==> src/rtl/core/assert_macros.svh <==
// Assertion macros shared by the encoder queue and back end.
`ifndef ASSERT_MACROS_SVH
`define ASSERT_MACROS_SVH

// Check a condition at every clock edge outside reset.
`define AST_HOLDS(lbl, cond, msg) \
  lbl: assert property (@(posedge clk) disable iff (rst) (cond)) else $error(msg);

// Check that a trigger implies a consequence in the same cycle.
`define AST_IMPLIES(lbl, ante, cons, msg) \
  lbl: assert property (@(posedge clk) disable iff (rst) (ante) |-> (cons)) else $error(msg);

// Check that a trigger implies a consequence in the following cycle.
`define AST_NEXT(lbl, ante, cons, msg) \
  lbl: assert property (@(posedge clk) disable iff (rst) (ante) |=> (cons)) else $error(msg);

`endif

==> src/rtl/core/x86e_pkg.sv <==
// Types, codes and constant tables of the x86-64 instruction encoder.
package x86e_pkg;

  // Action codes
  localparam logic [3:0] ACT_PROLOGUE = 4'd0;
  localparam logic [3:0] ACT_ADD      = 4'd1;
  localparam logic [3:0] ACT_SUB      = 4'd2;
  localparam logic [3:0] ACT_XOR      = 4'd3;
  localparam logic [3:0] ACT_ROTL     = 4'd4;
  localparam logic [3:0] ACT_ROTR     = 4'd5;
  localparam logic [3:0] ACT_BSWAP    = 4'd6;
  localparam logic [3:0] ACT_LOAD     = 4'd7;
  localparam logic [3:0] ACT_STORE    = 4'd8;
  localparam logic [3:0] ACT_EPILOGUE = 4'd9;

  localparam logic [3:0] VREG_INVALID = 4'd15;

  // Opcode bytes
  localparam logic [7:0] OP_ADD      = 8'h01;
  localparam logic [7:0] OP_SUB      = 8'h29;
  localparam logic [7:0] OP_XOR      = 8'h31;
  localparam logic [7:0] OP_ROT_IMM  = 8'hC1;
  localparam logic [7:0] OP_ESCAPE   = 8'h0F;
  localparam logic [7:0] OP_LOAD     = 8'h8B;
  localparam logic [7:0] OP_STORE    = 8'h89;
  localparam logic [7:0] SIB_RSP_BASE = 8'h24;

  localparam int MAX_BYTES = 13;
  localparam int LEN_W     = 4;

  typedef logic [MAX_BYTES-1:0][7:0] byte_buf_t;

  // Prologue and epilogue byte strings, first byte at index 0
  localparam byte_buf_t PROLOGUE_SYSV = {8'h00, 8'h00, 8'h00,
    8'h57, 8'h41, 8'h56, 8'h41, 8'h55, 8'h41, 8'h54, 8'h41, 8'h55, 8'h53};
  localparam byte_buf_t PROLOGUE_WIN = {8'h00,
    8'h57, 8'h41, 8'h56, 8'h41, 8'h55, 8'h41, 8'h54, 8'h41, 8'h57, 8'h56, 8'h55, 8'h53};
  localparam byte_buf_t EPILOGUE_SYSV = {8'h00, 8'h00,
    8'hC3, 8'h5B, 8'h5D, 8'h5C, 8'h41, 8'h5D, 8'h41, 8'h5E, 8'h41, 8'h5F, 8'h41};
  localparam byte_buf_t EPILOGUE_WIN = {
    8'hC3, 8'h5B, 8'h5D, 8'h5E, 8'h5F, 8'h5C, 8'h41, 8'h5D, 8'h41, 8'h5E, 8'h41, 8'h5F, 8'h41};

  localparam logic [LEN_W-1:0] PROLOGUE_SYSV_LEN = 4'd10;
  localparam logic [LEN_W-1:0] PROLOGUE_WIN_LEN  = 4'd12;
  localparam logic [LEN_W-1:0] EPILOGUE_SYSV_LEN = 4'd11;
  localparam logic [LEN_W-1:0] EPILOGUE_WIN_LEN  = 4'd13;

  // Virtual to machine register maps, entry 15 unused
  localparam logic [15:0][3:0] MAP_SYSV = {4'd0, 4'd7, 4'd6, 4'd2, 4'd1, 4'd8, 4'd9,
    4'd15, 4'd14, 4'd13, 4'd12, 4'd11, 4'd10, 4'd5, 4'd3, 4'd0};
  localparam logic [15:0][3:0] MAP_WIN = {4'd0, 4'd1, 4'd2, 4'd8, 4'd9, 4'd15, 4'd14,
    4'd13, 4'd12, 4'd11, 4'd10, 4'd7, 4'd6, 4'd5, 4'd3, 4'd0};

  typedef struct packed {
    logic [3:0] action;
    logic [3:0] dst_reg;
    logic [3:0] src_reg;
    logic [3:0] base_reg;
    logic [5:0] shift_count;
    logic [6:0] displacement;
  } x86e_in_t;

  typedef struct packed {
    logic [7:0] code_byte;
    logic       last_byte;
    logic       bad_register;
  } x86e_out_t;

  // One encoded instruction as it waits in the queue
  typedef struct packed {
    byte_buf_t        bytes;
    logic [LEN_W-1:0] len;
    logic             bad;
  } x86e_entry_t;

  function automatic logic [3:0] hw_reg(input logic [3:0] v, input logic win);
    hw_reg = win ? MAP_WIN[v] : MAP_SYSV[v];
  endfunction

  function automatic logic [7:0] rex_w(input logic [3:0] r, input logic [3:0] m);
    rex_w = {4'h4, 1'b1, r[3], 1'b0, m[3]};
  endfunction

endpackage

==> src/rtl/core/x86_64_instruction_encoder.sv <==
// x86-64 instruction encoder. One abstract instruction goes in per accepted item and its
// machine code comes out one byte per result item, last byte marked. The front end encodes
// an item in the cycle it is accepted and pushes the whole byte string into a queue of
// QUEUE_DEPTH entries; it takes a new item every cycle while the queue has room. The back
// end emits one byte per cycle while out_stall is low. An item has 3 bytes for
// add/sub/xor/bswap, 4 for rotates, 3 to 5 for loads and stores, 10 or 12 for the
// prologue, 11 or 13 for the epilogue, 1 for a flagged bad register. Unused action codes
// are accepted and give no output. windows_abi selects the register map; the user must
// write it only while the block is idle, as the block itself does not enforce this.
module x86_64_instruction_encoder import x86e_pkg::*; #(
  parameter int QUEUE_DEPTH = 2
) (
  input  logic      clk,
  input  logic      rst,
  input  logic      cfg_wr_en,
  input  logic      cfg_wr_data,
  input  logic      in_valid,
  output logic      in_stall,
  input  x86e_in_t  in_item,
  output logic      out_valid,
  input  logic      out_stall,
  output x86e_out_t out_item
);

  logic        windows_abi;
  logic        q_full, q_not_empty, push, pop;
  x86e_entry_t push_entry, q_head;

  // Configuration register
  always_ff @(posedge clk) begin
    if (rst) begin
      windows_abi <= 1'b0;
    end else if (cfg_wr_en) begin
      windows_abi <= cfg_wr_data;
    end
  end

  assign in_stall = q_full;

  x86e_front u_front (
    .windows_abi (windows_abi),
    .item        (in_item),
    .accept      (in_valid && !q_full),
    .push        (push),
    .entry       (push_entry)
  );

  x86e_queue #(
    .DEPTH (QUEUE_DEPTH)
  ) u_queue (
    .clk        (clk),
    .rst        (rst),
    .push       (push),
    .push_entry (push_entry),
    .pop        (pop),
    .full       (q_full),
    .not_empty  (q_not_empty),
    .head       (q_head)
  );

  x86e_back u_back (
    .clk         (clk),
    .rst         (rst),
    .q_not_empty (q_not_empty),
    .q_head      (q_head),
    .pop         (pop),
    .out_valid   (out_valid),
    .out_stall   (out_stall),
    .out_item    (out_item)
  );

endmodule

==> src/rtl/core/x86e_front.sv <==
// Front end: classifies one instruction and builds its complete byte string.
module x86e_front import x86e_pkg::*; (
  input  logic        windows_abi,
  input  x86e_in_t    item,
  input  logic        accept,
  output logic        push,
  output x86e_entry_t entry
);

  logic [3:0] d, s, b, r_mem;
  logic       bad, known, has8, sib;
  logic [7:0] disp_byte;

  // Map virtual registers
  assign d = hw_reg(item.dst_reg, windows_abi);
  assign s = hw_reg(item.src_reg, windows_abi);
  assign b = hw_reg(item.base_reg, windows_abi);
  assign r_mem = (item.action == ACT_STORE) ? s : d;

  // Memory operand form
  assign has8 = (item.displacement != 7'd0) || (b[2:0] == 3'd5);
  assign sib = (b[2:0] == 3'd4);
  assign disp_byte = {1'b0, item.displacement};

  // Flag used registers that are out of range
  always_comb begin
    bad = 1'b0;
    known = 1'b1;
    case (item.action)
      ACT_PROLOGUE, ACT_EPILOGUE: bad = 1'b0;
      ACT_ADD, ACT_SUB, ACT_XOR:
        bad = (item.dst_reg == VREG_INVALID) || (item.src_reg == VREG_INVALID);
      ACT_ROTL, ACT_ROTR, ACT_BSWAP: bad = (item.dst_reg == VREG_INVALID);
      ACT_LOAD: bad = (item.dst_reg == VREG_INVALID) || (item.base_reg == VREG_INVALID);
      ACT_STORE: bad = (item.src_reg == VREG_INVALID) || (item.base_reg == VREG_INVALID);
      default: known = 1'b0;
    endcase
  end

  // Build the byte string
  always_comb begin
    entry = '0;
    case (item.action)
      ACT_PROLOGUE: begin
        entry.bytes = windows_abi ? PROLOGUE_WIN : PROLOGUE_SYSV;
        entry.len = windows_abi ? PROLOGUE_WIN_LEN : PROLOGUE_SYSV_LEN;
      end
      ACT_EPILOGUE: begin
        entry.bytes = windows_abi ? EPILOGUE_WIN : EPILOGUE_SYSV;
        entry.len = windows_abi ? EPILOGUE_WIN_LEN : EPILOGUE_SYSV_LEN;
      end
      ACT_ADD, ACT_SUB, ACT_XOR: begin
        entry.bytes[0] = rex_w(s, d);
        entry.bytes[1] = (item.action == ACT_ADD) ? OP_ADD :
                         ((item.action == ACT_SUB) ? OP_SUB : OP_XOR);
        entry.bytes[2] = {2'b11, s[2:0], d[2:0]};
        entry.len = 4'd3;
      end
      ACT_ROTL, ACT_ROTR: begin
        entry.bytes[0] = rex_w(4'd0, d);
        entry.bytes[1] = OP_ROT_IMM;
        entry.bytes[2] = {2'b11, 2'b00, item.action == ACT_ROTR, d[2:0]};
        entry.bytes[3] = {2'b00, item.shift_count};
        entry.len = 4'd4;
      end
      ACT_BSWAP: begin
        entry.bytes[0] = rex_w(4'd0, d);
        entry.bytes[1] = OP_ESCAPE;
        entry.bytes[2] = {5'b11001, d[2:0]};
        entry.len = 4'd3;
      end
      ACT_LOAD, ACT_STORE: begin
        entry.bytes[0] = rex_w(r_mem, b);
        entry.bytes[1] = (item.action == ACT_LOAD) ? OP_LOAD : OP_STORE;
        entry.bytes[2] = {1'b0, has8, r_mem[2:0], b[2:0]};
        if (sib) begin
          entry.bytes[3] = SIB_RSP_BASE;
          entry.bytes[4] = has8 ? disp_byte : 8'h00;
        end else begin
          entry.bytes[3] = has8 ? disp_byte : 8'h00;
        end
        entry.len = 4'd3 + {3'b000, sib} + {3'b000, has8};
      end
      default: entry = '0;
    endcase
    // A bad register replaces the whole string by one flagged zero byte
    if (bad) begin
      entry.bytes = '0;
      entry.len = 4'd1;
      entry.bad = 1'b1;
    end
  end

  // Drop unused action codes
  assign push = accept && known;

endmodule

==> src/rtl/core/x86e_queue.sv <==
// Short queue of encoded instructions between front and back.
`include "assert_macros.svh"
module x86e_queue import x86e_pkg::*; #(
  parameter int DEPTH = 2
) (
  input  logic        clk,
  input  logic        rst,
  input  logic        push,
  input  x86e_entry_t push_entry,
  input  logic        pop,
  output logic        full,
  output logic        not_empty,
  output x86e_entry_t head
);

  localparam int PTR_W = (DEPTH > 1) ? $clog2(DEPTH) : 1;
  localparam int CNT_W = $clog2(DEPTH + 1);

  x86e_entry_t slots [DEPTH];
  logic [PTR_W-1:0] wr_ptr, rd_ptr;
  logic [CNT_W-1:0] count;

  assign full = (count == CNT_W'(DEPTH));
  assign not_empty = (count != '0);
  assign head = slots[rd_ptr];

  // Store pushed entries
  always_ff @(posedge clk) begin
    if (push) begin
      slots[wr_ptr] <= push_entry;
    end
  end

  // Advance pointers and count
  always_ff @(posedge clk) begin
    if (rst) begin
      wr_ptr <= '0;
      rd_ptr <= '0;
      count <= '0;
    end else begin
      if (push) begin
        wr_ptr <= (wr_ptr == PTR_W'(DEPTH - 1)) ? '0 : wr_ptr + 1'b1;
      end
      if (pop) begin
        rd_ptr <= (rd_ptr == PTR_W'(DEPTH - 1)) ? '0 : rd_ptr + 1'b1;
      end
      if (push && !pop) begin
        count <= count + 1'b1;
      end else if (pop && !push) begin
        count <= count - 1'b1;
      end
    end
  end

  `AST_HOLDS(a_count_bound, count <= CNT_W'(DEPTH), "queue count beyond depth")
  `AST_IMPLIES(a_no_pop_empty, pop, not_empty, "pop from empty queue")

endmodule

==> src/rtl/core/x86e_back.sv <==
// Back end: emits the bytes of each queued instruction one per cycle while the output is not stalled.
`include "assert_macros.svh"
module x86e_back import x86e_pkg::*; (
  input  logic        clk,
  input  logic        rst,
  input  logic        q_not_empty,
  input  x86e_entry_t q_head,
  output logic        pop,
  output logic        out_valid,
  input  logic        out_stall,
  output x86e_out_t   out_item
);

  logic             busy;
  byte_buf_t        bytes;
  logic [LEN_W-1:0] left;
  logic             bad;
  logic             take, done;

  assign take = busy && !out_stall;
  assign done = take && (left == 4'd1);
  assign pop = q_not_empty && (!busy || done);

  assign out_valid = busy;
  assign out_item.code_byte = bytes[0];
  assign out_item.last_byte = (left == 4'd1);
  assign out_item.bad_register = bad;

  // Hold the byte string, shift on each taken byte
  always_ff @(posedge clk) begin
    if (pop) begin
      bytes <= q_head.bytes;
      bad <= q_head.bad;
    end else if (take) begin
      bytes <= bytes >> 8;
    end
  end

  // Track busy and bytes left
  always_ff @(posedge clk) begin
    if (rst) begin
      busy <= 1'b0;
      left <= '0;
    end else if (pop) begin
      busy <= 1'b1;
      left <= q_head.len;
    end else if (take) begin
      left <= left - 1'b1;
      if (done) begin
        busy <= 1'b0;
      end
    end
  end

  `AST_IMPLIES(a_busy_left, busy, left != '0, "busy with no bytes left")
  `AST_IMPLIES(a_bad_single, busy && bad, left == 4'd1, "flagged item longer than one byte")
  `AST_NEXT(a_stall_hold, out_valid && out_stall, out_valid && $stable(out_item),
            "output changed while stalled")

endmodule
==> config.mk <==
export PLATFORM = sky130hd
export DESIGN_NAME = x86_64_instruction_encoder
export DESIGN_NICKNAME = d
export VERILOG_FILES = /design/src/rtl/core/x86e_pkg.sv /design/src/rtl/core/x86_64_instruction_encoder.sv /design/src/rtl/core/x86e_front.sv /design/src/rtl/core/x86e_queue.sv /design/src/rtl/core/x86e_back.sv
export VERILOG_INCLUDE_DIRS = /design/src /design/src/rtl/core
export SDC_FILE = /design/constraint.sdc
export NUM_CORES = 1
export LEC_CHECK = 0
export BUFFER_PORTS_ARGS = -buffer_cell sky130_fd_sc_hd__buf_2
export CAP_MARGIN = 5
export CELL_PAD_IN_SITES_DETAIL_PLACEMENT = 0
export CELL_PAD_IN_SITES_GLOBAL_PLACEMENT = 1
export CORE_UTILIZATION = 55
export CTS_BUF_LIST = sky130_fd_sc_hd__clkbuf_8
export CTS_CLUSTER_DIAMETER = 40
export DETAILED_ROUTE_END_ITERATION = 6
export GPL_ROUTABILITY_DRIVEN = 1
export PLACE_DENSITY = 0.84
export SETUP_SLACK_MARGIN = 0.4
export SLEW_MARGIN = 30
export SYNTH_ARGS = -nofsm -noshare
export SYNTH_HDL_FRONTEND = slang
export SYNTH_HIERARCHICAL = 1
export SYNTH_SLANG_ARGS = --single-unit
==> constraint.sdc <==
create_clock -name clk -period 8.7 [get_ports clk]
set_input_delay 1.305 -clock clk [delete_from_list [all_inputs] [get_ports clk]]
set_output_delay 1.305 -clock clk [all_outputs]
set_load 0.01 [all_outputs]
# Word level (Yosys, flattened, before mapping)
# Memories as Yosys holds them, arrays and structs flattened. A register that Yosys moved wholly into a read port is not among the register bits.
# Cells that the tools add are included.
[totals]
regBits = 115
latch_bits = 0
mem_bits_rw = 218
romBits = 384
in_bits = 35
elab_cells = 124
memories = 7
[classes]
add_sub_neg = 7
n_mul = 0
div = 0
n_lt_le_gt_ge = 3
eq_ne = 16
shifts = 0
n_mux = 42
n_bitwise = 0
reduce_logical = 29
[memory_table]
columns = ["name", "depth", "width", "rd", "rd_ports_with_merged_regs", "wr", "line", "rtl"]
rows = [
  ["u_queue.slots", 2, 109, 1, 1, 1, "x86e_queue.sv:19", "x86e_entry_t slots [DEPTH];"],
  ["(name not given)", 16, 4, 1, 0, 0, "x86e_pkg.sv:77", "hw_reg = win ? MAP_WIN[v] : MAP_SYSV[v];"],
  ["(name not given)", 16, 4, 1, 0, 0, "x86e_pkg.sv:77", ""],
  ["(name not given)", 16, 4, 1, 0, 0, "x86e_pkg.sv:77", ""],
  ["(name not given)", 16, 4, 1, 0, 0, "x86e_pkg.sv:77", ""],
  ["(name not given)", 16, 4, 1, 0, 0, "x86e_pkg.sv:77", ""],
  ["+1 memories", "-", "-", "-", "-", "-", "-", ""],
]
[ops]
columns = ["operator", "count"]
rows = [
  ["$mux 104", 3],
  ["$pmux 28 s6", 1],
  ["$pmux 64 s2", 1],
  ["$mux 109", 1],
  ["$mux 95", 1],
  ["$mux 4", 12],
  ["$pmux 8 s4", 1],
  ["$mux 8", 3],
  ["$pmux 8 s3", 1],
  ["$eq 4x4->1 const B", 5],
  ["$eq 4x3->1 const B", 4],
  ["$lt 4x5->1 const B", 3],
  ["$mux 1", 10],
  ["$reduce_or 10->1", 1],
  ["$eq 4x1->1 const B", 2],
  ["$eq 4x2->1 const B", 2],
  ["$reduce_bool 2->1", 4],
  ["$logic_and 1x1->1", 7],
  ["$mux 7", 1],
  ["$reduce_bool 7->1", 1],
  ["$eq 3x3->1 const B", 2],
  ["$mux 2", 3],
  ["$mux 3", 2],
  ["$reduce_or 3->1", 2],
  ["other kinds (14)", 24],
]

# Depth between registers and ports, before layout
[logic_depth]
word_depth = 9
depth_mapped = 14
ltp_nobuf = 14

# Hierarchy
# The synthesis kept the hierarchy.
[modules_own_cells]
columns = ["mod", "n_inst", "cells_each", "area_each_um2"]
rows = [
  ["x86e_queue", 1, 361, 8097.8],
  ["x86e_back", 1, 266, 5094.9],
  ["x86e_front", 1, 326, 2230.9],
  ["x86_64_instruction_encoder", 1, 4, 40.0],
]

# Worst setup path after synthesis
# Ideal clock, no wire load.
[synth_path]
kind = "input-to-reg"
from = "input port in_item[26] in the netlist's numbering"
to = "memory u_queue/slots[0][0] in the netlist's numbering, enable pin"
setup_ns = 0.591
arrival_time_ns = 6.817
path_slack_ns = 1.292
path_stages = 5
cell_sequence = "buf_2 -> clkbuf_1 -> o21ai_0 -> and2_1 -> nor2b_1"
[synth_via]
elab_chain_len = 6
elab_cells_between_ends = 15
[synth_rtl]
columns = ["item", "line", "rtl"]
rows = [
  ["from (decl)", "x86_64_instruction_encoder.sv:19", "input x86e_in_t in_item,"],
  ["$eq 4x4->1 (tied with other cells)", "x86e_front.sv:29", "case (item.action)"],
  ["$reduce_or 10->1 (no source line) (*)", "-", ""],
  ["$mux 1 (*)", "x86e_front.sv:29", ""],
  ["$logic_and 1x1->1 (*)", "x86e_front.sv:95", "assign push = accept && known;"],
  ["named net push", "x86_64_instruction_encoder.sv:26", "logic q_full, q_not_empty, push, pop;"],
  ["$mux 1 (*)", "x86e_queue.sv:29", "if (push) begin"],
  ["$mux 1 (implied by the code) (*)", "x86e_queue.sv:30", "slots[wr_ptr] <= push_entry;"],
  ["to (decl)", "x86e_queue.sv:19", ""],
]
# Mark *: on every way through the listed nets, which the timed path passes. The rest lies on a longest branch.

# Final worst setup path
[layout_path]
from = "input port out_stall"
to = "register u_back/bytes[50] in the netlist's numbering, enable pin"
[layout_via]
elab_chain_len = 6
[layout_rtl]
columns = ["item", "line", "rtl"]
rows = [
  ["from (decl)", "x86_64_instruction_encoder.sv:21", "input logic out_stall,"],
  ["$logic_not 1->1 (*)", "x86e_back.sv:20", "assign take = busy && !out_stall;"],
  ["$logic_and 1x1->1 (*)", "x86e_back.sv:20", ""],
  ["$logic_and 1x1->1", "x86e_back.sv:21", "assign done = take && (left == 4'd1);"],
  ["$logic_or 1x1->1", "x86e_back.sv:22", "assign pop = q_not_empty && (!busy || done);"],
  ["$logic_and 1x1->1", "x86e_back.sv:22", ""],
  ["$reduce_bool 2->1 (no source line) (*)", "-", ""],
  ["to (signal assigned)", "x86e_back.sv:32", "bytes <= q_head.bytes;"],
  ["to (signal assigned)", "x86e_back.sv:35", "bytes <= bytes >> 8;"],
  ["to (decl)", "x86e_back.sv:15", "byte_buf_t bytes;"],
]
# Every way passes the cells marked *; elsewhere a longest branch is shown, timed or not.
# A chain may end at the register's enable or synchronous reset.

==> metrics <==
Residual DRC=0; vias in the first global route=7636; Row Count=61; Worst Hold Class=flip-flop to flip-flop; status=completed; All-Layer GR Usage=18.8%; diode count=0; fin crit share=41.3%; CTS max path bufs=3; yosys warns=6; register area share after synthesis=64.1%; average vias per placed instance=5.50; CTS Root Cell=clkbuf_8; Die ar.=28800 um2; FFs w/ async S/R, synth=0%; DRT iter0 DRCs=583; Detailed Place HPWL=15200 um; RePlAce Congestion=0.836; total grt overflow=0; post-synthesis adder-cell area fraction=2.02%; Slew HR=35.5%; Port Buffers=46; layout cells sized above 1=33.8%; post-synthesis mux area share=18.4%; syn avg cell area=16.2 um2; routed len/inst=18.7 um; Synth area leader=edfxtp_1; Synth Area in Compound Gates=4.51%; Critical Path End Type=flip-flop; Routed Antenna Nets=0; Cells after Synth=957; initial core utilization=55.8%; Yosys top cell area share=62.7%; Horiz. Die Dim=170 um; XOR/XNOR Fraction of Synth Area=0.453%; first-pass GRT wire length=41400 um; Slew Limit Fails=0; largest family of logic cells by synthesized area=multiplexers; CTS Hold Bufs=0; Post-synth top cells=edfxtp_1 (323), mux2_2 (110), mux2_4 (90), buf_4 (72), nor2_1 (43); initial antenna violation count=0; setup ws final=5110 ps; Main synth FF type=edfxtp_1; Worst Skew=18.7 ps; fin nets=1037; Synth Area in Simple Gates=4.47%; cell area after layout=16500 um2; Cell Area, Synth=15500 um2; # IOs=47; Tightest Pin Transition=968 ps; Final Hold Vio Count=0; H-tree levels=2; placed cell area=15500 um2; DIE HEIGHT=170 um; pre-CTS setup slack=4500 ps; Finished Core Util=59.4%; Max Freq=279 MHz; setup TNS=0 ps; Required @ worst endpoint=8870 ps; DRT Wirelength=25900 um; TritonCTS Sinks=334; crit path kind=input pin to flip-flop; most area-consuming cells after synthesis=edfxtp_1 (63%), mux2_4 (8.7%), mux2_2 (8.0%); Distinct cells, synth=66; count of state elements after synthesis=334; WP data arrival=3760 ps; core area=27700 um2; Area Overhead vs Synth=6.51%; TritonCTS clock tree=done; pin count of the biggest net entering global routing=74; RSZ-0062 raised after global routing=no; vias=7628; clock slew at reported path FFs=60 ps; Tmin final=3590 ps; Pwr per Cell Area=314 nW/um2; Post-synth EDFFs=323; top-count cell post-synth=edfxtp_1; Setup crit start kind=input pin; # Max-Cap Violations=0; Multi-input gate area=4740 um2; worst-path fanout max=73; cells resized by post-CTS repair=0; Peak VDD IR=0.210 mV; FILL cells=2074; endpoints failing setup=0; Clock Latency Late Sink=570 ps; cts bufs inserted=52; register area=9920 um2; Pleak=6.14 nW; Tot Pwr=5.16 mW; postcts setup bufs=0; Reg2Reg Setup Slack=5420 ps; DRT Pass-1 Iters=5
## cell usage in the layout, fill, tap and decap left out, types with 4 or more instances in the layout
cell	instances
clkbuf_8	52
nor2b_1	6
buf_4	4
o21ai_0	17
and2_1	14
clkinv_2	4
a211oi_1	10
a21oi_1	28
nand2b_1	8
mux2_2	110
mux2_4	90
nor2_1	41
dfxtp_1	10
nand2_1	21
xor2_1	6
conb_1	26
mux4_2	4
inv_2	4
edfxtp_1	323
and3_1	6
mux2i_1	9
a221oi_1	4
mux2_1	6
inv_1	42
ha_1	25
nand3_1	9
a22oi_1	4
clkinv_1	6
o211ai_1	5
buf_2	46
## logic make-up after synthesis
logic type / count (synthesis)
flip-flops: 334
multiplexers: 219
buffers and inverters: 138
AND/OR/NAND/NOR: 133
AO/OA/AOI/OAI: 99
adder cells (fa/ha/maj): 25
XOR/XNOR: 8
other: 1
## sequential cells by signal, summed over array words and instances (netlist names), named ones only
register          cells
u_back/bad            1
u_queue/slots       218
u_queue/count         2
u_queue/rd_ptr        1
u_back/left           4
u_queue/wr_ptr        1
u_back/out_item       8
u_back/out_valid      1
u_back/bytes         96
windows_abi           1
## where the power goes
part           total [mW]  switching (mW)  internal (mW)
Combinational        1.46           0.665          0.793
Clock                1.20           0.561          0.641
Sequential           2.50           0.157           2.35
Total                5.16            1.38           3.78
## worst max-delay path, cell delays in order
cell and delay (ps):
buf_2 120, or4b_4 520, a21o_4 450, nand2_4 460
buf_4 840
## metal layers
layer / up-vias / global-route usage (%) / wire (um)
met2: 232 / 29.5 / 12200
met4: 0 / 6.07 / 414
met1: 3801 / 26.5 / 12000
li1: 3560 / - / -
met5: - / 0 / 0
met3: 35 / 3.43 / 1310
## final timing paths
path,start,cells past startpoint,end
max,out_stall,5,u_back/bytes[50]
max reg2reg,u_back/left[0],5,u_back/bytes[50]
min,u_queue/count[1],2,u_queue/count[1]
min reg2reg,u_queue/count[1],2,u_queue/count[1]
## area by class of cell
class / instances / area share [%]
Clock buffer: 52 / 4.35
Clock inverter: 35 / 1.36
Inverter: 26 / 0.593
Multi-Input combinational cell: 510 / 28.8
Sequential cell: 334 / 60.3
Tap cell: 378 / 2.87
Timing Repair Buffer: 53 / 1.79
## metrics by stage
stage	hold slack (ps)	instances
global route	547	1388
detailed placement	497	1301
global placement	478	1301
floorplan	456	982
CTS	509	1388
finish	506	1388
Note: power is estimated with default switching activity, not from simulation.
